==> src/hdl/row_scan_shift_out_driver_top_defines.svh <==
// Assertion macros shared by the row scan shift-out driver.
`ifndef ROW_SCAN_SHIFT_OUT_DRIVER_TOP_DEFINES_SVH
`define ROW_SCAN_SHIFT_OUT_DRIVER_TOP_DEFINES_SVH

// Same-cycle implication, checked on every rising edge outside reset
`define RSSOD_ASSERT_SAME(label, clk, rst_n, ante, cons, msg) \
    label: assert property (@(posedge clk) disable iff (!(rst_n)) (ante) |-> (cons)) \
        else $error(msg);

// Next-cycle implication, checked on every rising edge outside reset
`define RSSOD_ASSERT_NEXT(label, clk, rst_n, ante, cons, msg) \
    label: assert property (@(posedge clk) disable iff (!(rst_n)) (ante) |=> (cons)) \
        else $error(msg);

`endif

==> src/hdl/rssod_pkg.sv <==
// Shared constants and types of the row scan shift-out driver.
package rssod_pkg;

    // Display geometry
    localparam int ROW_COUNT    = 10;
    localparam int ROW_WIDTH    = 25;
    localparam int CHAIN_LENGTH = 31;
    localparam int TOTAL_SHIFTS = (CHAIN_LENGTH > ROW_WIDTH) ? CHAIN_LENGTH : ROW_WIDTH;
    localparam int ROW_IDX_W    = (ROW_COUNT > 1) ? $clog2(ROW_COUNT) : 1;

    // Field widths
    localparam int ROW_SEL_W   = 4;
    localparam int ROW_BITS_W  = 25;
    localparam int SHIFT_CNT_W = 5;
    localparam int LATCH_CNT_W = 10;
    localparam int LHIGH_W     = 8;
    localparam int LGAP_W      = 10;
    localparam int CFG_IDX_W   = 2;
    localparam int CFG_DATA_W  = 10;
    localparam int S_TDATA_W   = 32;
    localparam int M_TDATA_W   = 8;

    // Request kinds carried in s_tuser
    localparam logic REQ_TICK  = 1'b0;
    localparam logic REQ_WRITE = 1'b1;

    // Configuration register indexes
    localparam logic [CFG_IDX_W-1:0] CFG_SCREEN_ENABLE = 2'd0;
    localparam logic [CFG_IDX_W-1:0] CFG_LATCH_HIGH    = 2'd1;
    localparam logic [CFG_IDX_W-1:0] CFG_LATCH_GAP     = 2'd2;

    // Reset values of the configuration registers
    localparam logic [LHIGH_W-1:0] LATCH_HIGH_RST = 8'd6;
    localparam logic [LGAP_W-1:0]  LATCH_GAP_RST  = 10'd55;

    // Scan phases
    typedef enum logic [2:0] {
        PH_SHIFT      = 3'b001,
        PH_LATCH_HIGH = 3'b010,
        PH_LATCH_GAP  = 3'b100
    } scan_phase_t;

    // Configuration seen by the sequencer
    typedef struct packed {
        logic               screen_enable;
        logic [LHIGH_W-1:0] latch_high_ticks;
        logic [LGAP_W-1:0]  latch_gap_ticks;
    } rssod_cfg_t;

    // One result; serial_data lands in bit 0 when cast to m_tdata
    typedef struct packed {
        logic [ROW_SEL_W-1:0] current_row;
        logic                 output_enable_n;
        logic                 latch_clock;
        logic                 shift_clock;
        logic                 serial_data;
    } rssod_result_t;

endpackage

==> src/hdl/rssod_row_store.sv <==
// Row pattern store: one write port, one read port, cleared by reset.
module rssod_row_store (
    input  logic                                aclk,
    input  logic                                aresetn,
    input  logic                                wr_en,
    input  logic [rssod_pkg::ROW_SEL_W-1:0]     wr_row,
    input  logic [rssod_pkg::ROW_BITS_W-1:0]    wr_bits,
    input  logic [rssod_pkg::ROW_SEL_W-1:0]     rd_row,
    output logic [rssod_pkg::ROW_WIDTH-1:0]     rd_bits
);

    logic [rssod_pkg::ROW_WIDTH-1:0] row_mem_reg [rssod_pkg::ROW_COUNT];
    logic [31:0]                     wr_ext;
    logic                            wr_in_range;

    // Drop pattern bits above the row width, ignore rows beyond the store
    assign wr_ext      = 32'(wr_bits);
    assign wr_in_range = {1'b0, wr_row} < (rssod_pkg::ROW_SEL_W + 1)'(rssod_pkg::ROW_COUNT);

    always_ff @(posedge aclk) begin
        if (!aresetn) begin
            for (int i = 0; i < rssod_pkg::ROW_COUNT; i++) begin
                row_mem_reg[i] <= '0;
            end
        end else if (wr_en && wr_in_range) begin
            row_mem_reg[wr_row[rssod_pkg::ROW_IDX_W-1:0]] <=
                wr_ext[rssod_pkg::ROW_WIDTH-1:0];
        end
    end

    // Read row is always inside the store (the scan counter wraps before the end)
    assign rd_bits = row_mem_reg[rd_row[rssod_pkg::ROW_IDX_W-1:0]];

endmodule

==> src/hdl/rssod_sequencer.sv <==
// Scan sequencer: walks rows, shift bits and latch phases one tick at a time.
module rssod_sequencer (
    input  logic                                aclk,
    input  logic                                aresetn,
    input  logic                                tick,
    input  rssod_pkg::rssod_cfg_t               cfg,
    input  logic [rssod_pkg::ROW_WIDTH-1:0]     row_bits,
    output logic [rssod_pkg::ROW_SEL_W-1:0]     row_sel,
    output rssod_pkg::rssod_result_t            result
);

    rssod_pkg::scan_phase_t                 phase_reg, phase_next;
    logic [rssod_pkg::ROW_SEL_W-1:0]        row_reg, row_next;
    logic [rssod_pkg::SHIFT_CNT_W-1:0]      shift_reg, shift_next;
    logic                                   half_reg, half_next;
    logic [rssod_pkg::LATCH_CNT_W-1:0]      latch_reg, latch_next;

    logic [rssod_pkg::LATCH_CNT_W-1:0]      latch_inc;
    logic [rssod_pkg::LATCH_CNT_W-1:0]      high_limit;
    logic [rssod_pkg::LATCH_CNT_W-1:0]      gap_limit;
    logic [rssod_pkg::SHIFT_CNT_W:0]        shift_inc;
    logic [rssod_pkg::ROW_SEL_W:0]          row_inc;
    logic [rssod_pkg::ROW_WIDTH-1:0]        row_shifted;
    logic                                   ser;
    logic                                   sclk;
    logic                                   lclk;

    // Zero tick counts behave as one
    assign high_limit = (cfg.latch_high_ticks == '0) ?
                        rssod_pkg::LATCH_CNT_W'(1) :
                        rssod_pkg::LATCH_CNT_W'(cfg.latch_high_ticks);
    assign gap_limit  = (cfg.latch_gap_ticks == '0) ? rssod_pkg::LATCH_CNT_W'(1)
                                                    : cfg.latch_gap_ticks;

    assign latch_inc   = latch_reg + rssod_pkg::LATCH_CNT_W'(1);
    assign shift_inc   = {1'b0, shift_reg} + (rssod_pkg::SHIFT_CNT_W + 1)'(1);
    assign row_inc     = {1'b0, row_reg} + (rssod_pkg::ROW_SEL_W + 1)'(1);
    assign row_shifted = row_bits >> shift_reg;

    // Next state and pin levels for one tick
    always_comb begin
        phase_next = phase_reg;
        row_next   = row_reg;
        shift_next = shift_reg;
        half_next  = half_reg;
        latch_next = latch_reg;
        ser        = 1'b1;
        sclk       = 1'b0;
        lclk       = 1'b0;
        unique case (phase_reg)
            rssod_pkg::PH_LATCH_HIGH: begin
                lclk       = 1'b1;
                latch_next = latch_inc;
                if (latch_inc >= high_limit) begin
                    latch_next = '0;
                    phase_next = rssod_pkg::PH_LATCH_GAP;
                end
            end
            rssod_pkg::PH_LATCH_GAP: begin
                latch_next = latch_inc;
                if (latch_inc >= gap_limit) begin
                    latch_next = '0;
                    phase_next = rssod_pkg::PH_SHIFT;
                    shift_next = '0;
                    half_next  = 1'b0;
                    if (row_inc >= (rssod_pkg::ROW_SEL_W + 1)'(rssod_pkg::ROW_COUNT)) begin
                        row_next = '0;
                    end else begin
                        row_next = row_inc[rssod_pkg::ROW_SEL_W-1:0];
                    end
                end
            end
            rssod_pkg::PH_SHIFT: begin
                // Pattern bits first, then ones to fill the chain
                if (shift_reg < rssod_pkg::SHIFT_CNT_W'(rssod_pkg::ROW_WIDTH)) begin
                    ser = row_shifted[0];
                end
                sclk = half_reg;
                if (!half_reg) begin
                    half_next = 1'b1;
                end else begin
                    half_next = 1'b0;
                    if (shift_inc >= (rssod_pkg::SHIFT_CNT_W + 1)'(rssod_pkg::TOTAL_SHIFTS))
                    begin
                        shift_next = '0;
                        latch_next = '0;
                        phase_next = rssod_pkg::PH_LATCH_HIGH;
                    end else begin
                        shift_next = shift_inc[rssod_pkg::SHIFT_CNT_W-1:0];
                    end
                end
            end
            default: begin
                phase_next = rssod_pkg::PH_SHIFT;
            end
        endcase
    end

    always_ff @(posedge aclk) begin
        if (!aresetn) begin
            phase_reg <= rssod_pkg::PH_SHIFT;
            row_reg   <= '0;
            shift_reg <= '0;
            half_reg  <= 1'b0;
            latch_reg <= '0;
        end else if (tick) begin
            phase_reg <= phase_next;
            row_reg   <= row_next;
            shift_reg <= shift_next;
            half_reg  <= half_next;
            latch_reg <= latch_next;
        end
    end

    assign row_sel                = row_reg;
    assign result.serial_data     = ser;
    assign result.shift_clock     = sclk;
    assign result.latch_clock     = lclk;
    assign result.output_enable_n = ~cfg.screen_enable;
    assign result.current_row     = row_reg;

endmodule

==> src/hdl/row_scan_shift_out_driver_top.sv <==
// Row scan shift-out driver: request and result registers, configuration, checks.
//
// Usage
//   s_ channel: one request per beat. s_tuser says what it is: a tick (one half
//   shift-clock period) or a row write (s_tdata carries row number and pattern).
//   m_ channel: one result per tick, the pin levels for that tick; row writes
//   give no result and do not move the scan.
//   cfg_ channel: register writes (screen enable, latch high and latch gap tick
//   counts), always ready; write only while no request is in flight.
// Timing
//   A request accepted into the request register is taken into the sequencer, and a
//   tick's result into the result register, at the same edge once the output is free;
//   m_tvalid rises straight after that edge. One request per cycle is sustained while
//   m_tready stays high; the sequencer state and row store update once per request.
// Reset
//   The row store clears to zero, the scan restarts at row 0 in the shift phase
//   and the registers return to their defaults (display off, 6 and 55 ticks).
// Stall
//   While m_tready is low a valid result register holds; the request register still
//   drains row writes, and s_tready drops once a tick waits behind a full output.
module row_scan_shift_out_driver_top (
    input  logic                                aclk,
    input  logic                                aresetn,
    // Requests
    input  logic                                s_tvalid,
    output logic                                s_tready,
    input  logic [rssod_pkg::S_TDATA_W-1:0]     s_tdata,  // row_select[3:0], row_bits[28:4]
    input  logic                                s_tuser,  // req_type[0]
    // Results
    output logic                                m_tvalid,
    input  logic                                m_tready,
    output logic [rssod_pkg::M_TDATA_W-1:0]     m_tdata,  // serial_data[0], shift_clock[1],
                                                          // latch_clock[2], output_enable_n[3],
                                                          // current_row[7:4]
    // Configuration
    input  logic                                cfg_valid,
    output logic                                cfg_ready,
    input  logic [rssod_pkg::CFG_IDX_W-1:0]     cfg_index,
    input  logic [rssod_pkg::CFG_DATA_W-1:0]    cfg_data
);

`include "row_scan_shift_out_driver_top_defines.svh"

    // Request register
    logic                                   in_valid_reg;
    logic                                   in_type_reg;
    logic [rssod_pkg::ROW_SEL_W-1:0]        in_row_reg;
    logic [rssod_pkg::ROW_BITS_W-1:0]       in_bits_reg;

    // Result register
    logic                                   out_valid_reg;
    rssod_pkg::rssod_result_t               out_data_reg;

    // Configuration registers
    rssod_pkg::rssod_cfg_t                  cfg_reg;

    logic                                   out_free;
    logic                                   advance;
    logic                                   tick;
    logic                                   row_wr;
    logic [rssod_pkg::ROW_SEL_W-1:0]        row_sel;
    logic [rssod_pkg::ROW_WIDTH-1:0]        row_bits;
    rssod_pkg::rssod_result_t               result;

    // Handshake control
    assign out_free  = !out_valid_reg || m_tready;
    assign advance   = in_valid_reg && ((in_type_reg == rssod_pkg::REQ_WRITE) || out_free);
    assign tick      = advance && (in_type_reg == rssod_pkg::REQ_TICK);
    assign row_wr    = advance && (in_type_reg == rssod_pkg::REQ_WRITE);
    assign s_tready  = !in_valid_reg || advance;
    assign cfg_ready = 1'b1;

    // Request register
    always_ff @(posedge aclk) begin
        if (!aresetn) begin
            in_valid_reg <= 1'b0;
        end else if (s_tready) begin
            in_valid_reg <= s_tvalid;
        end
    end

    always_ff @(posedge aclk) begin
        if (s_tvalid && s_tready) begin
            in_type_reg <= s_tuser;
            in_row_reg  <= s_tdata[rssod_pkg::ROW_SEL_W-1:0];
            in_bits_reg <= s_tdata[rssod_pkg::ROW_SEL_W +: rssod_pkg::ROW_BITS_W];
        end
    end

    // Configuration register writes
    always_ff @(posedge aclk) begin
        if (!aresetn) begin
            cfg_reg.screen_enable    <= 1'b0;
            cfg_reg.latch_high_ticks <= rssod_pkg::LATCH_HIGH_RST;
            cfg_reg.latch_gap_ticks  <= rssod_pkg::LATCH_GAP_RST;
        end else if (cfg_valid && cfg_ready) begin
            unique case (cfg_index)
                rssod_pkg::CFG_SCREEN_ENABLE: cfg_reg.screen_enable    <= cfg_data[0];
                rssod_pkg::CFG_LATCH_HIGH:
                    cfg_reg.latch_high_ticks <= cfg_data[rssod_pkg::LHIGH_W-1:0];
                rssod_pkg::CFG_LATCH_GAP:
                    cfg_reg.latch_gap_ticks  <= cfg_data[rssod_pkg::LGAP_W-1:0];
                default: ;
            endcase
        end
    end

    rssod_row_store u_row_store (
        .aclk    (aclk),
        .aresetn (aresetn),
        .wr_en   (row_wr),
        .wr_row  (in_row_reg),
        .wr_bits (in_bits_reg),
        .rd_row  (row_sel),
        .rd_bits (row_bits)
    );

    rssod_sequencer u_sequencer (
        .aclk     (aclk),
        .aresetn  (aresetn),
        .tick     (tick),
        .cfg      (cfg_reg),
        .row_bits (row_bits),
        .row_sel  (row_sel),
        .result   (result)
    );

    // Result register
    always_ff @(posedge aclk) begin
        if (!aresetn) begin
            out_valid_reg <= 1'b0;
        end else if (out_free) begin
            out_valid_reg <= tick;
        end
    end

    always_ff @(posedge aclk) begin
        if (tick) begin
            out_data_reg <= result;
        end
    end

    assign m_tvalid = out_valid_reg;
    assign m_tdata  = rssod_pkg::M_TDATA_W'(out_data_reg);

    // Checks
    `RSSOD_ASSERT_NEXT(a_tick_gives_result, aclk, aresetn, tick, m_tvalid,
        "tick request did not produce a result")
    `RSSOD_ASSERT_SAME(a_latch_pins, aclk, aresetn,
        m_tvalid && out_data_reg.latch_clock,
        !out_data_reg.shift_clock && out_data_reg.serial_data,
        "latch clock high while shift clock or data not idle")
    `RSSOD_ASSERT_SAME(a_row_in_range, aclk, aresetn, m_tvalid,
        {1'b0, out_data_reg.current_row} <
            (rssod_pkg::ROW_SEL_W + 1)'(rssod_pkg::ROW_COUNT),
        "current row beyond the row store")
    `RSSOD_ASSERT_NEXT(a_write_no_result, aclk, aresetn,
        row_wr && !out_valid_reg, !m_tvalid,
        "row write produced a result")

endmodule

==> config.mk <==
export PLATFORM = sky130hd
export DESIGN_NAME = row_scan_shift_out_driver_top
export DESIGN_NICKNAME = d
export VERILOG_FILES = /design/src/hdl/rssod_pkg.sv /design/src/hdl/rssod_row_store.sv /design/src/hdl/rssod_sequencer.sv /design/src/hdl/row_scan_shift_out_driver_top.sv
export VERILOG_INCLUDE_DIRS = /design/src /design/src/hdl
export SDC_FILE = /design/constraint.sdc
export NUM_CORES = 1
export LEC_CHECK = 0
export ABC_CLOCK_PERIOD_IN_PS = 3070
export BUFFER_PORTS_ARGS = -buffer_cell sky130_fd_sc_hd__buf_2
export CAP_MARGIN = 20
export CORE_MARGIN = 10
export CORE_UTILIZATION = 43
export CTS_BUF_LIST = sky130_fd_sc_hd__clkbuf_8 sky130_fd_sc_hd__clkbuf_16
export DETAILED_ROUTE_END_ITERATION = 6
export SLEW_MARGIN = 10
export SYNTH_ARGS = -nofsm -noshare
export SYNTH_HDL_FRONTEND = slang
export SYNTH_SLANG_ARGS = --single-unit
export TNS_END_PERCENT = 5
==> constraint.sdc <==
create_clock -name aclk -period 3.07 [get_ports aclk]
set_clock_uncertainty 0.05 [all_clocks]
set_input_delay 0 -clock aclk [delete_from_list [all_inputs] [get_ports aclk]]
set_output_delay 0 -clock aclk [all_outputs]
set_load 0.01 [all_outputs]
# ---- Yosys cells after proc, flatten, opt, wreduce, memory -nomap -nowiden
# Memory sizes are Yosys's and may differ from the RTL's. A register that Yosys moved wholly into a read port is not among the register bits.
# Cells that the tools add are included.
dict set report word_totals {
  regBits 82
  ramBits 250
  input_bits 50
  word_cells 95
  n_memories 1
}
# memory words width rd rd_ports_with_merged_regs wr line_no
set mem_list {}
lappend mem_list {u_row_store.row_mem_reg 10 25 1 1 10 rssod_row_store.sv:12} ;# logic [rssod_pkg::ROW_WIDTH-1:0] row_mem_reg [rssod_pkg::ROW_COUNT];
dict set report op_classes {
  add_sub_neg 3
  magnitude_cmp 6
  n_eq_ne 9
  shift 1
  muxes 30
  bitwise 2
  n_reduce_logical 25
}
# operator n
set op_table {}
lappend op_table {{$mux W10} 5}
lappend op_table {{$pmux W10 S3} 1}
lappend op_table {{$mux W25} 1}
lappend op_table {{$reduce_or A25 Y1} 1}
lappend op_table {{$shr A25 B5 Y1} 1}
lappend op_table {{$ge A10 B10 Y1} 2}
lappend op_table {{$mux W4} 4}
lappend op_table {{$mux W5} 3}
lappend op_table {{$mux W3} 4}
lappend op_table {{$add A10 B1 Y10 const B} 1}
lappend op_table {{$logic_not A10 Y1} 1}
lappend op_table {{$pmux W5 S2} 1}
lappend op_table {{$pmux W3 S3} 1}
lappend op_table {{$logic_not A8 Y1} 1}
lappend op_table {{$mux W1} 8}
lappend op_table {{$mux W8} 1}
lappend op_table {{$ne A2 B1 Y1 const B} 4}
lappend op_table {{$reduce_and A2 Y1} 4}
lappend op_table {{$reduce_and A4 Y1} 2}
lappend op_table {{$add A5 B1 Y6 const B} 1}
lappend op_table {{$ge A6 B5 Y1 const B} 1}
lappend op_table {{$reduce_and A3 Y1} 2}
lappend op_table {{$add A4 B1 Y5 const B} 1}
lappend op_table {{$ge A5 B4 Y1 const B} 1}
lappend op_table {{16 further kinds} 24}

# ---- Longest topological paths before layout
# Gate-level depths: netlist of the first run.
dict set report logic_depth {
  ltp_word 11
  mapped_depth 12
  ltp_nobuf 12
}

# ---- By module
# From an unflattened synthesis of the first run, not the netlist that was laid out.
dict set report hier_totals {
  hier_cells 1334
  area_unflattened_um2 20582.2
}
# module n_inst cells_per_inst area_each_um2 seq_area_each_um2
set modules_own_cells {}
lappend modules_own_cells {rssod_row_store 1 942 16377.0 12011.5}
lappend modules_own_cells {rssod_sequencer 1 262 2175.8 460.4}
lappend modules_own_cells {row_scan_shift_out_driver_top 1 130 2029.4 1561.5}

# ---- Worst setup path after synthesis of the first run
# No wires, ideal clock.
dict set report synth_timing {
  path_kind {reg-to-reg}
  start {register u_sequencer.latch_reg[0] (netlist bit)}
  end {register u_sequencer.shift_reg[4] (netlist bit)}
  setup_time_ns 0.072
  arrival_ns 2.887
  required_ns 2.948
  path_slack_ns 0.062
  stages_incl_launch_ff 12
  cell_sequence {dfxtp_1 > nand3_1 > or2_2 > nor3_1 > xor2_1 > ha_1 > o21ai_0 > or2_2 > o211ai_1 > a21boi_1 > or4_1 > a21oi_1}
}
dict set report synth_between {
  elab_chain_len 4
}
# element line_no
set synth_lines {}
lappend synth_lines {{start: declaration} rssod_sequencer.sv:16} ;# logic [rssod_pkg::LATCH_CNT_W-1:0] latch_reg, latch_next;
lappend synth_lines {{start signal: assignment} rssod_sequencer.sv:111} ;# latch_reg <= latch_next;
lappend synth_lines {{$add A10 B1 Y10} rssod_sequencer.sv:35} ;# assign latch_inc = latch_reg + rssod_pkg::LATCH_CNT_W'(1);
lappend synth_lines {{$ge A10 B10 Y1} rssod_sequencer.sv:61} ;# if (latch_inc >= gap_limit) begin
lappend synth_lines {{$ne A2 B1 Y1 (no line)} -}
lappend synth_lines {{$reduce_and A4 Y1 (no line)} -}
lappend synth_lines {{end signal: assignment} rssod_sequencer.sv:109} ;# shift_reg <= shift_next;
lappend synth_lines {{end: declaration} rssod_sequencer.sv:14} ;# logic [rssod_pkg::SHIFT_CNT_W-1:0] shift_reg, shift_next;
# Every way passes these cells.
# A chain may end at the register's enable or synchronous reset.

# ---- Worst setup path in the final report of the first run
# Ends and elaborated chain as after synthesis.

==> results.txt, run 1 <==
Total Routing Usage GR: 17.8%
Area contributors post-synth: edfxtp_1 64%, mux4_2 8.9%, nor2_1 5.1%, dfxtp_1 4.7%, mux4_1 1.5%
ratio of final minimum period to clock period: 95.7%
EDFF count, synth: 438
IO Pins: 61
FF-to-FF path depth: 11
Chip Height: 239 um
via/cell ratio: 5.27
Clock Latency Late Sink: 600 ps
Row Count: 80
pin count of the biggest net entering global routing: 32
Reg area: 14100 sq um
clock-pin slew on the worst setup and hold paths: 60 ps
maxcap violations: 0
Max Root-Sink Buffers: 3
P per Cell Area: 560 nW/um^2
Fin. Hold Viols: 0
clock root buffer: clkbuf_16
Syn Inst Count: 1374
number of remaining DRC errors: 0
Area Overhead vs Synth: 20.6%
crit-path max cell delay: 520 ps
worst reg2reg setup slack: 130 ps
VDD IR max: 0.333 mV
worst slew pin tran: 764 ps
total gr overflow: 0
Max FO, Critical Path: 6
critical path type: flip-flop to flip-flop
Worst R2R Start: u_sequencer.latch_reg[0]
CP bufs+invs: 1
Sw Share: 20.9%
Pre-Repair DR Iteration Count: 5
hold path depth: 2
most common cell after layout, fill and taps aside: edfxtp_1
first-pass GRT wire length: 76.5 mm
top cell type's share of synthesized area: 64.0%
share of synthesized registers carrying an async set or reset: 0%
max-slew violations: 0
Sink Count: 486
PnR worst setup slack: 131 ps
core area: 47400 sq um
CTS tree: done
Seq pwr share: 54.1%
setup TNS: 0 ps
Synth cell types: 72
relative slew slack: 49.0%
GP Congestion: 0.796
hold endpoint: in_bits_reg[23]
Critical Path RT: 3550 ps
Top delay family on crit path: simple AND/OR/NAND/NOR gates
Avg WL per Cell: 21.2 um
#FFs+latches synth: 486
Cell Area, Synth: 20500 sq um
Setup-failing EPs final: 0
via count: 12500
unrepaired setup endpoints after global routing: yes
TritonCTS Buffers: 52
initial DRC count: 1031
syn avg cell area: 15.0 sq um
worst setup path startpoint: u_sequencer.latch_reg[0]
proportion of layout cells with a drive suffix above 1: 18.4%
Crit. path cell count: 11
critical path arrival: 3420 ps
max frequency: 0.340 GHz
nets: 1783
FILL cells: 3958
Psw: 2900 uW
Antenna Cells: 0
Leak: 0.00911 uW
Critical R2R Capture: u_sequencer.shift_reg[4]
dominant synthesized flop cell: edfxtp_1
max reg flops: 400
Setup crit start kind: flip-flop
internal power: 11000 uW
H-tree lvl count: 2
Total Wirelength: 50.1 mm
HP Class: input port to flip-flop
outcome: complete, no violations
initial antenna violation count: 0
Horiz. Die Dim: 239 um
CP max-delay cell: or4_1
HP Start: s_tdata[27]
dominant cell type by area after synthesis: edfxtp_1
crit end category: flip-flop
Multi-input gate area: 6430 sq um
vias in the first global route: 12800
sequential share of the synthesized area: 68.7%
hpwl dp: 30.9 mm
initial core utilization: 43.3%
Comb power frac: 3.8%
YS warnings: 0
remaining antenna violation count: 0
Place WS: -52.8 ps
leading cell types in the layout, fill and taps excluded: 438 x edfxtp_1, 276 x nor2_1, 151 x conb_1
Die Area: 56900 sq um
worst-path cell chain: nand3_2 > or2_2 > buf_4 > xnor2_2 > ha_1 > nand4_1 > or2_2 > o211ai_1 > a21boi_2 > or4_1 > a21oi_1
clock power share: 42.2%
Worst path most repeated cell: or2_2
PortBufs: 56
fin crit period: 2940 ps
-- stage by stage --
stage | cells | power [uW] | utilization [%] | hold slack [ps] | area (sq um)
global placement | 2207 | 8090 | 47.5 | 127 | 22500
detailed placement | 2207 | 8110 | 47.5 | 128 | 22500
finish | 2363 | 13900 | 52.2 | 49.9 | 24800
floorplan | 1523 | 7890 | - | 48.9 | 21100
global route | 2363 | 14300 | 52.2 | 50.1 | 24800
CTS | 2360 | 14000 | 52.1 | 23.9 | 24700
-- cell usage after synthesis (all sizes together) (8+ instances only) --
cell type / n
a22oi: 8
o21ai: 20
xnor2: 10
nor3: 16
nand2b: 10
a21oi: 27
mux4: 93
buf: 38
nor2: 277
o22ai: 20
dfxtp: 48
nor2b: 16
edfxtp: 438
nand3: 15
nand2: 81
nor4: 8
inv: 52
clkbuf: 36
ha: 23
mux2i: 23
-- what timing repair did --
item,in CTS,in global routing
endpoints found under the setup margin,4,26
hold buffers,61,0
gates resized for setup,2,15
setup buffers,0,3
pin swaps,1,6
endpoints found under the hold margin,81,0
-- cell families after synthesis --
family          Yosys count  synth area share, %
buf+inv                 127                 3.00
compound gates          136                 4.67
other cells               2               0.0366
xor+xnor                 16                0.682
fa+ha+maj                24                 1.45
flops                   486                 68.7
mux                     118                 11.6
simple gates            465                 9.82
-- routing by layer --
metal	wire [um]	track usage [%]	vias to the layer above	share of wire, %
met3	3190	3.10	84	6.4
met5	0	0	-	0
li1	-	-	5719	-
met4	1250	5.67	0	2.5
met1	20800	22.9	6272	42
met2	24800	30.4	376	50
-- worst max path at each step --
stage | to | slack (ps)
finish | u_sequencer.shift_reg[4] | 130
detailed placement | u_sequencer.shift_reg[4] | -50
global placement | u_sequencer.shift_reg[4] | -10
global route | flip-flop | -10
floorplan | u_sequencer.shift_reg[4] | 60
CTS | u_sequencer.shift_reg[4] | 20
-- power groups by stage --
stage | logic (uW) | registers (uW) | clock network [uW]
finish | 525 | 7500 | 5850
global route | 577 | 7520 | 6250
CTS | 523 | 7510 | 5960
detailed placement | 466 | 7640 | 0
global placement | 461 | 7630 | 0
floorplan | 283 | 7610 | 0
-- cell type report --
type | instances | area share, %
Sequential cell | 486 | 57.0
Clock inverter | 39 | 1.00
Timing Repair Buffer | 207 | 6.78
Clock buffer | 53 | 5.35
Tap cell | 615 | 3.11
Multi-Input combinational cell | 910 | 25.9
Inverter | 53 | 0.803
Power figures use the tool's default switching activity.
==> inputs of run 2 (changes only) <==
--- a/config.mk
+++ b/config.mk
@@ -6,13 +6,15 @@
 export SDC_FILE = /design/constraint.sdc
 export NUM_CORES = 1
 export LEC_CHECK = 0
+export ABC_AREA = 1
 export ABC_CLOCK_PERIOD_IN_PS = 3070
 export BUFFER_PORTS_ARGS = -buffer_cell sky130_fd_sc_hd__buf_2
 export CAP_MARGIN = 20
 export CORE_MARGIN = 10
-export CORE_UTILIZATION = 43
+export CORE_UTILIZATION = 45
 export CTS_BUF_LIST = sky130_fd_sc_hd__clkbuf_8 sky130_fd_sc_hd__clkbuf_16
 export DETAILED_ROUTE_END_ITERATION = 6
+export HOLD_SLACK_MARGIN = 0.02
 export SLEW_MARGIN = 10
 export SYNTH_ARGS = -nofsm -noshare
 export SYNTH_HDL_FRONTEND = slang
==> run 2 against run 1 <==
Compared with the run above:
- final area is 1.4% higher
- sequential cell count stayed put
- area after synthesis is 3.9% higher
- worst hold slack worse by 1.5 ps
- core utilization is 1.5 points higher
==> results.txt, run 2 <==
TritonCTS Buffers: 51
Cell Area, Synth: 21400 sq um
worst slew pin tran: 971 ps
clock-pin slew on the worst setup and hold paths: 60 ps
sequential share of the synthesized area: 66.1%
ratio of final minimum period to clock period: 91.0%
Horiz. Die Dim: 238 um
Die Area: 56600 sq um
first-pass GRT wire length: 84.8 mm
GP Congestion: 0.821
Area contributors post-synth: edfxtp_1 62%, nand2_1 8.9%, nand3_1 8.3%, nor2_1 4.7%, dfxtp_1 4.5%
IO Pins: 61
relative slew slack: 35.3%
leading cell types in the layout, fill and taps excluded: 505 x nand2_1, 438 x edfxtp_1, 353 x nand3_1, 265 x nor2_1, 151 x conb_1
max-slew violations: 0
syn avg cell area: 10.4 sq um
CTS tree: done
setup TNS: 0 ps
top cell type's share of synthesized area: 61.6%
dominant synthesized flop cell: edfxtp_1
Sw Share: 21.2%
VDD IR max: 0.445 mV
#FFs+latches synth: 486
Total Wirelength: 54.6 mm
initial antenna violation count: 0
Critical Path RT: 3490 ps
worst hold margin: 48.5 ps
Comb power frac: 3.5%
HP Class: input port to flip-flop
unrepaired setup endpoints after global routing: no
H-tree lvl count: 2
Seq pwr share: 54.5%
most frequent cells after synthesis: 507 x nand2_1, 438 x edfxtp_1, 353 x nand3_1, 267 x nor2_1, 96 x inv_1
EDFF count, synth: 438
max reg flops: 400
pin count of the biggest net entering global routing: 66
internal power: 10900 uW
Leak: 0.00985 uW
Row Count: 79
outcome: complete, no violations
number of remaining DRC errors: 0
max frequency: 0.358 GHz
Total Routing Usage GR: 19.3%
Antenna Cells: 0
Max FO, Critical Path: 9
Pre-Repair DR Iteration Count: 5
nets: 2380
clock root buffer: clkbuf_16
most numerous cell in the Yosys netlist: nand2_1
most common cell after layout, fill and taps aside: nand2_1
YS warnings: 0
via/cell ratio: 5.15
initial DRC count: 1326
Setup-failing EPs final: 0
share of synthesized registers carrying an async set or reset: 0%
PortBufs: 56
FILL cells: 4088
vias in the first global route: 15000
total gr overflow: 0
Avg WL per Cell: 18.5 um
Sink Count: 486
clock power share: 42.0%
fin crit period: 2790 ps
Area Overhead vs Synth: 17.6%
Setup crit start kind: flip-flop
Syn Inst Count: 2048
dominant cell type by area after synthesis: edfxtp_1
maxcap violations: 0
hpwl dp: 32.3 mm
Synth cell types: 51
proportion of layout cells with a drive suffix above 1: 11.0%
critical path type: flip-flop to flip-flop
Psw: 2920 uW
Max Root-Sink Buffers: 3
P per Cell Area: 550 nW/um^2
crit end category: flip-flop
via count: 15200
Fin. Hold Viols: 0
Post-CTS Setup Bufs: 0
initial core utilization: 45.7%
Clock Latency Late Sink: 610 ps
critical path arrival: 3210 ps
Chip Height: 238 um
remaining antenna violation count: 0
core area: 46800 sq um
==> run 2: kinds of logic (layout without fill, tap and decap cells) <==
logic type | count (synthesis) | count (layout) | synth area share [%]
AO/OA/AOI/OAI | 113 | 113 | 3.25
XOR/XNOR | 10 | 10 | 0.410
adder cells (fa/ha/maj) | 23 | 23 | 1.35
buffers and inverters | 221 | 371 | 4.63
flip-flops | 486 | 486 | 66.1
other | 2 | 151 | 0.0352
AND/OR/NAND/NOR | 1193 | 1193 | 24.2
==> run 2: timing repair <==
action,4_1_cts,5_1_grt
hold buffers,58,0
gates resized for setup,0,4
hold endpoints to repair,90,0
setup endpoints to repair,0,19
==> run 2: metal layers <==
layer  vias to the layer above  track usage, %  share of wire, %
met4                         0            6.68               2.6
met1                      7290            25.4                43
li1                       7364               -                 -
met5                         -               0                 0
met2                       469            32.3                48
met3                        99            2.88               6.4
==> run 2: area by class of cell <==
class,instances,area (sq um),share of cell area [%]
multi-input cells,1490,6830,27.2
well taps,607,759,3.02
flip-flops and latches,486,14100,56.2
clock inverters,37,190,0.757
clock buffers,56,1380,5.49
inverters,106,404,1.61
repair buffers,172,1430,5.71
==> run 2: worst paths after layout <==
check,start,end,slack (ps),cells after the start
worst max-delay path,u_sequencer.latch_reg[2],u_sequencer.latch_reg[7],280,15
worst min-delay path,s_tdata[23],in_bits_reg[19],50,2
worst max register to register,u_sequencer.latch_reg[2],u_sequencer.latch_reg[7],280,15
worst min register to register,u_sequencer.row_sel[3],m_tdata[7],420,0
==> run 2: power groups by stage <==
stage	Combinational, uW	Clock [uW]	Sequential [uW]
4_1_cts	474	5910	7530
3_3_place_gp	410	0	7660
2_1_floorplan	255	0	7650
6_report	482	5810	7530
5_1_grt	539	6150	7550
3_5_place_dp	419	0	7670
==> run 2: stage by stage <==
step                      setup WS, ps  area [sq um]  cells  total power [uW]  util, %
after global routing              6.20         25100   2954             14200     53.7
after CTS                          193         25100   2954             13900     53.7
after floorplan                    443         21900   2197              7900        -
after global placement             258         23000   2803              8070     49.1
final                              277         25100   2954             13800     53.7
after detailed placement           223         23000   2803              8090     49.1
==> run 2: critical path, stage by stage (launching register included) <==
cell and delay, ps:
dfxtp_1 400, nand3_2 120, nor2_2 110, nand2_2 80, nor2_4 110, nand2_1 70, xor2_1 200, inv_1 100
ha_1 300, nand2_1 70, nor4_1 420, nand4_1 240, nand3_2 150, o21ai_4 110, nand2_1 90, a21oi_2 50
==> inputs of run 3 (changes only) <==
--- a/config.mk
+++ b/config.mk
@@ -8,15 +8,17 @@
 export LEC_CHECK = 0
 export ABC_AREA = 1
 export ABC_CLOCK_PERIOD_IN_PS = 3070
-export BUFFER_PORTS_ARGS = -buffer_cell sky130_fd_sc_hd__buf_2
 export CAP_MARGIN = 20
 export CORE_MARGIN = 10
-export CORE_UTILIZATION = 45
+export CORE_UTILIZATION = 58
 export CTS_BUF_LIST = sky130_fd_sc_hd__clkbuf_8 sky130_fd_sc_hd__clkbuf_16
 export DETAILED_ROUTE_END_ITERATION = 6
+export DONT_BUFFER_PORTS = 1
 export HOLD_SLACK_MARGIN = 0.02
+export PLACE_DENSITY = 0.76
 export SLEW_MARGIN = 10
 export SYNTH_ARGS = -nofsm -noshare
 export SYNTH_HDL_FRONTEND = slang
+export SYNTH_HIERARCHICAL = 1
 export SYNTH_SLANG_ARGS = --single-unit
 export TNS_END_PERCENT = 5
==> run 3 against run 2 <==
Compared with the run above:
- area after synthesis increased by 7.0%
- sequential share of layout area decreased by 3.1 points
- via count increased by 11%
- die area decreased by 16%
- sequential power about the same
- clock power increased by 1%
- sequential cell count decreased by 4
- non-clock buffer count decreased by 33
- clock-buffer cell count decreased by 5
- first-iteration DRC count increased by 32%
- register-to-register slack got worse by 50 ps
- combinational power increased by 20%
- largest cell class unchanged
- largest power group unchanged
==> results.txt, run 3 <==
IO Pins: 61
dominant cell type by area after synthesis: edfxtp_1
via count: 16800
proportion of layout cells with a drive suffix above 1: 11.7%
Horiz. Die Dim: 219 um
Syn Inst Count: 2344
remaining antenna violation count: 0
clock root buffer: clkbuf_16
worst-path cell chain: ha_1 > nand2_1 > nor2_2 > inv_1 > nor2_1 > nand2_1 > xor2_1 > inv_1 > ha_1 > nand2_1 > nor2_1 > nand3_1 > nand4_1 > nor2_4 > nor2_4 > nand2_2 > nand2_1 > a21oi_1
Worst path most repeated cell: nand2_1
Area contributors post-synth: edfxtp_1 58%, nand2_1 12%, nand3_1 5.1%, dfxtp_1 3.9%, nor2_1 3.8%
M1 GR Usage: 30.2%
Max FO, Critical Path: 8
number of remaining DRC errors: 0
via/cell ratio: 5.40
max reg flops: 400
Die Area: 47800 sq um
HP Start: s_tuser
most common cell after layout, fill and taps aside: nand2_1
unrepaired setup endpoints after global routing: no
setup TNS: 0 ps
GP Congestion: 0.858
dominant synthesized flop cell: edfxtp_1
Leak: 0.0110 uW
total chip power: 14000 uW
first-pass GRT wire length: 87.6 mm
Fin. Hold Viols: 0
Area Overhead vs Synth: 15.7%
H-tree lvl count: 2
Sink Count: 482
#FFs+latches synth: 482
PortBufs: 0
core area: 38800 sq um
nets: 2629
crit-path max cell delay: 360 ps
leading cell types in the layout, fill and taps excluded: 751 x nand2_1, 438 x edfxtp_1, 233 x nand3_1, 228 x nor2_1, 217 x inv_1
hpwl dp: 32.5 mm
fin crit period: 2850 ps
syn avg cell area: 9.75 sq um
Critical R2R Capture: u_sequencer/shift_reg[1]
total gr overflow: 0
EDFF count, synth: 438
Total Wirelength: 55.9 mm
post-route cell area: 26500 sq um
outcome: complete, no violations
Setup crit start kind: flip-flop
Critical Path RT: 3440 ps
FF-to-FF path depth: 18
sequential share of the synthesized area: 61.4%
worst setup path startpoint: u_sequencer/latch_reg[1]
Worst R2R Start: u_sequencer/latch_reg[1]
vias in the first global route: 16300
Chip Height: 219 um
Synth cell types: 54
critical path arrival: 3220 ps
Setup-failing EPs final: 0
pin count of the biggest net entering global routing: 101
HP Class: input port to flip-flop
DP Area: 24000 sq um
relative slew slack: 33.7%
YS warnings: 6
Pre-Repair DR Iteration Count: 6
TritonCTS Buffers: 48
met2 Use GR: 39.2%
most numerous cell in the Yosys netlist: nand2_1
global route hottest layer: met2
P per Cell Area: 528 nW/um^2
Cell Area, Synth: 22900 sq um
Max Root-Sink Buffers: 3
most frequent cells after synthesis: 752 x nand2_1, 438 x edfxtp_1, 233 x nand3_1, 230 x nor2_1, 203 x inv_1
Clock Latency Late Sink: 580 ps
max frequency: 0.351 GHz
Post-Layout Cell Count: 3115
share of synthesized registers carrying an async set or reset: 0%
placed cell count: 2938
crit end category: flip-flop
initial antenna violation count: 3
Avg WL per Cell: 17.9 um
ratio of final minimum period to clock period: 92.7%
Row Count: 72
initial DRC count: 1748
worst reg2reg setup slack: 220 ps
critical path type: flip-flop to flip-flop
max-slew violations: 0
maxcap violations: 0
clock-pin slew on the worst setup and hold paths: 60 ps
top cell type's share of synthesized area: 57.5%
VDD IR max: 0.618 mV
CP Capture Point: u_sequencer/shift_reg[1]
Total Routing Usage GR: 23.2%
CP max-delay cell: dfxtp_1
CTS tree: done
met3 usage: 3.60%
worst slew pin tran: 994 ps
initial core utilization: 58.9%
run 3: cell count changes after synthesis, sizes merged, moves of 7 or more:
| cell | delta |
|---|---|
| inv | +110 |
| a21oi | -14 |
| nand2 | +265 |
| buf | -7 |
| nand4 | +15 |
| clkbuf | +18 |
| nor2 | +46 |
| nand3 | -120 |
run 3: cells by family after synthesis:
family | synth area share, %
AOI/OAI and AO/OA | 2.41
xor gates and xnor gates | 0.339
adders and majority gates | 1.26
buffers and inverters | 6.43
DFF | 61.4
muxes | 0.0438
other | 0.0329
and+or+nand+nor | 28.1
run 3: worst min-delay path by stage:
stage	endpoint	slack [ps]	cells after the start
after CTS	in_row_reg[3]	40	1
after global routing	in_type_reg	20	1
after floorplan	in_bits_reg[0]	50	0
after detailed placement	u_sequencer/phase_reg[0]	50	1
after global placement	u_sequencer/phase_reg[0]	40	1
final	in_type_reg	30	1
run 3: stage by stage:
| stage | hold slack, ps | util (%) | setup WS (ps) |
|---|---|---|---|
| 2_1_floorplan | 48.9 | - | 498 |
| 3_3_place_gp | 40.8 | 61.8 | 197 |
| 3_5_place_dp | 46.0 | 61.8 | 86.8 |
| 4_1_cts | 35.8 | 68.1 | 71.0 |
| 5_1_grt | 21.0 | 68.1 | 27.0 |
| 6_report | 30.8 | 68.1 | 224 |
run 3: cell type report:
cell class	count	area, sq um
Clock buffer	51	1250
Multi-Input combinational cell	1669	7950
Timing Repair Buffer	139	1420
Sequential cell	482	14000
Fill cell	2774	12400
Inverter	216	818
Tap cell	518	648
Clock inverter	37	320
Antenna cell	3	7.51
run 3: timing repair:
item,CTS,global route
resized for setup,0,4
hold buffers,85,0
hold endpoints to repair,310,0
endpoints found under the setup margin,0,7
buffers inserted,0,1
run 3: metal layers:
layer / vias to the layer above / wire length (um)
met5: - / 0
met4: 0 / 1410
met3: 137 / 4580
met2: 761 / 27600
met1: 8013 / 22300
li1: 7918 / -
run 3: power by group:
group	internal [uW]	switching, uW
Sequential	7420	106
Combinational	191	385
Clock	3440	2440
run 3: critical path, delay by kind of cell, from the launching register on:
family          cells  cell delay, ps
compound gates      1              70
simple gates       12            1400
xor+xnor            1             190
buf+inv             2             170
fa+ha+maj           2             480
flops               1             360
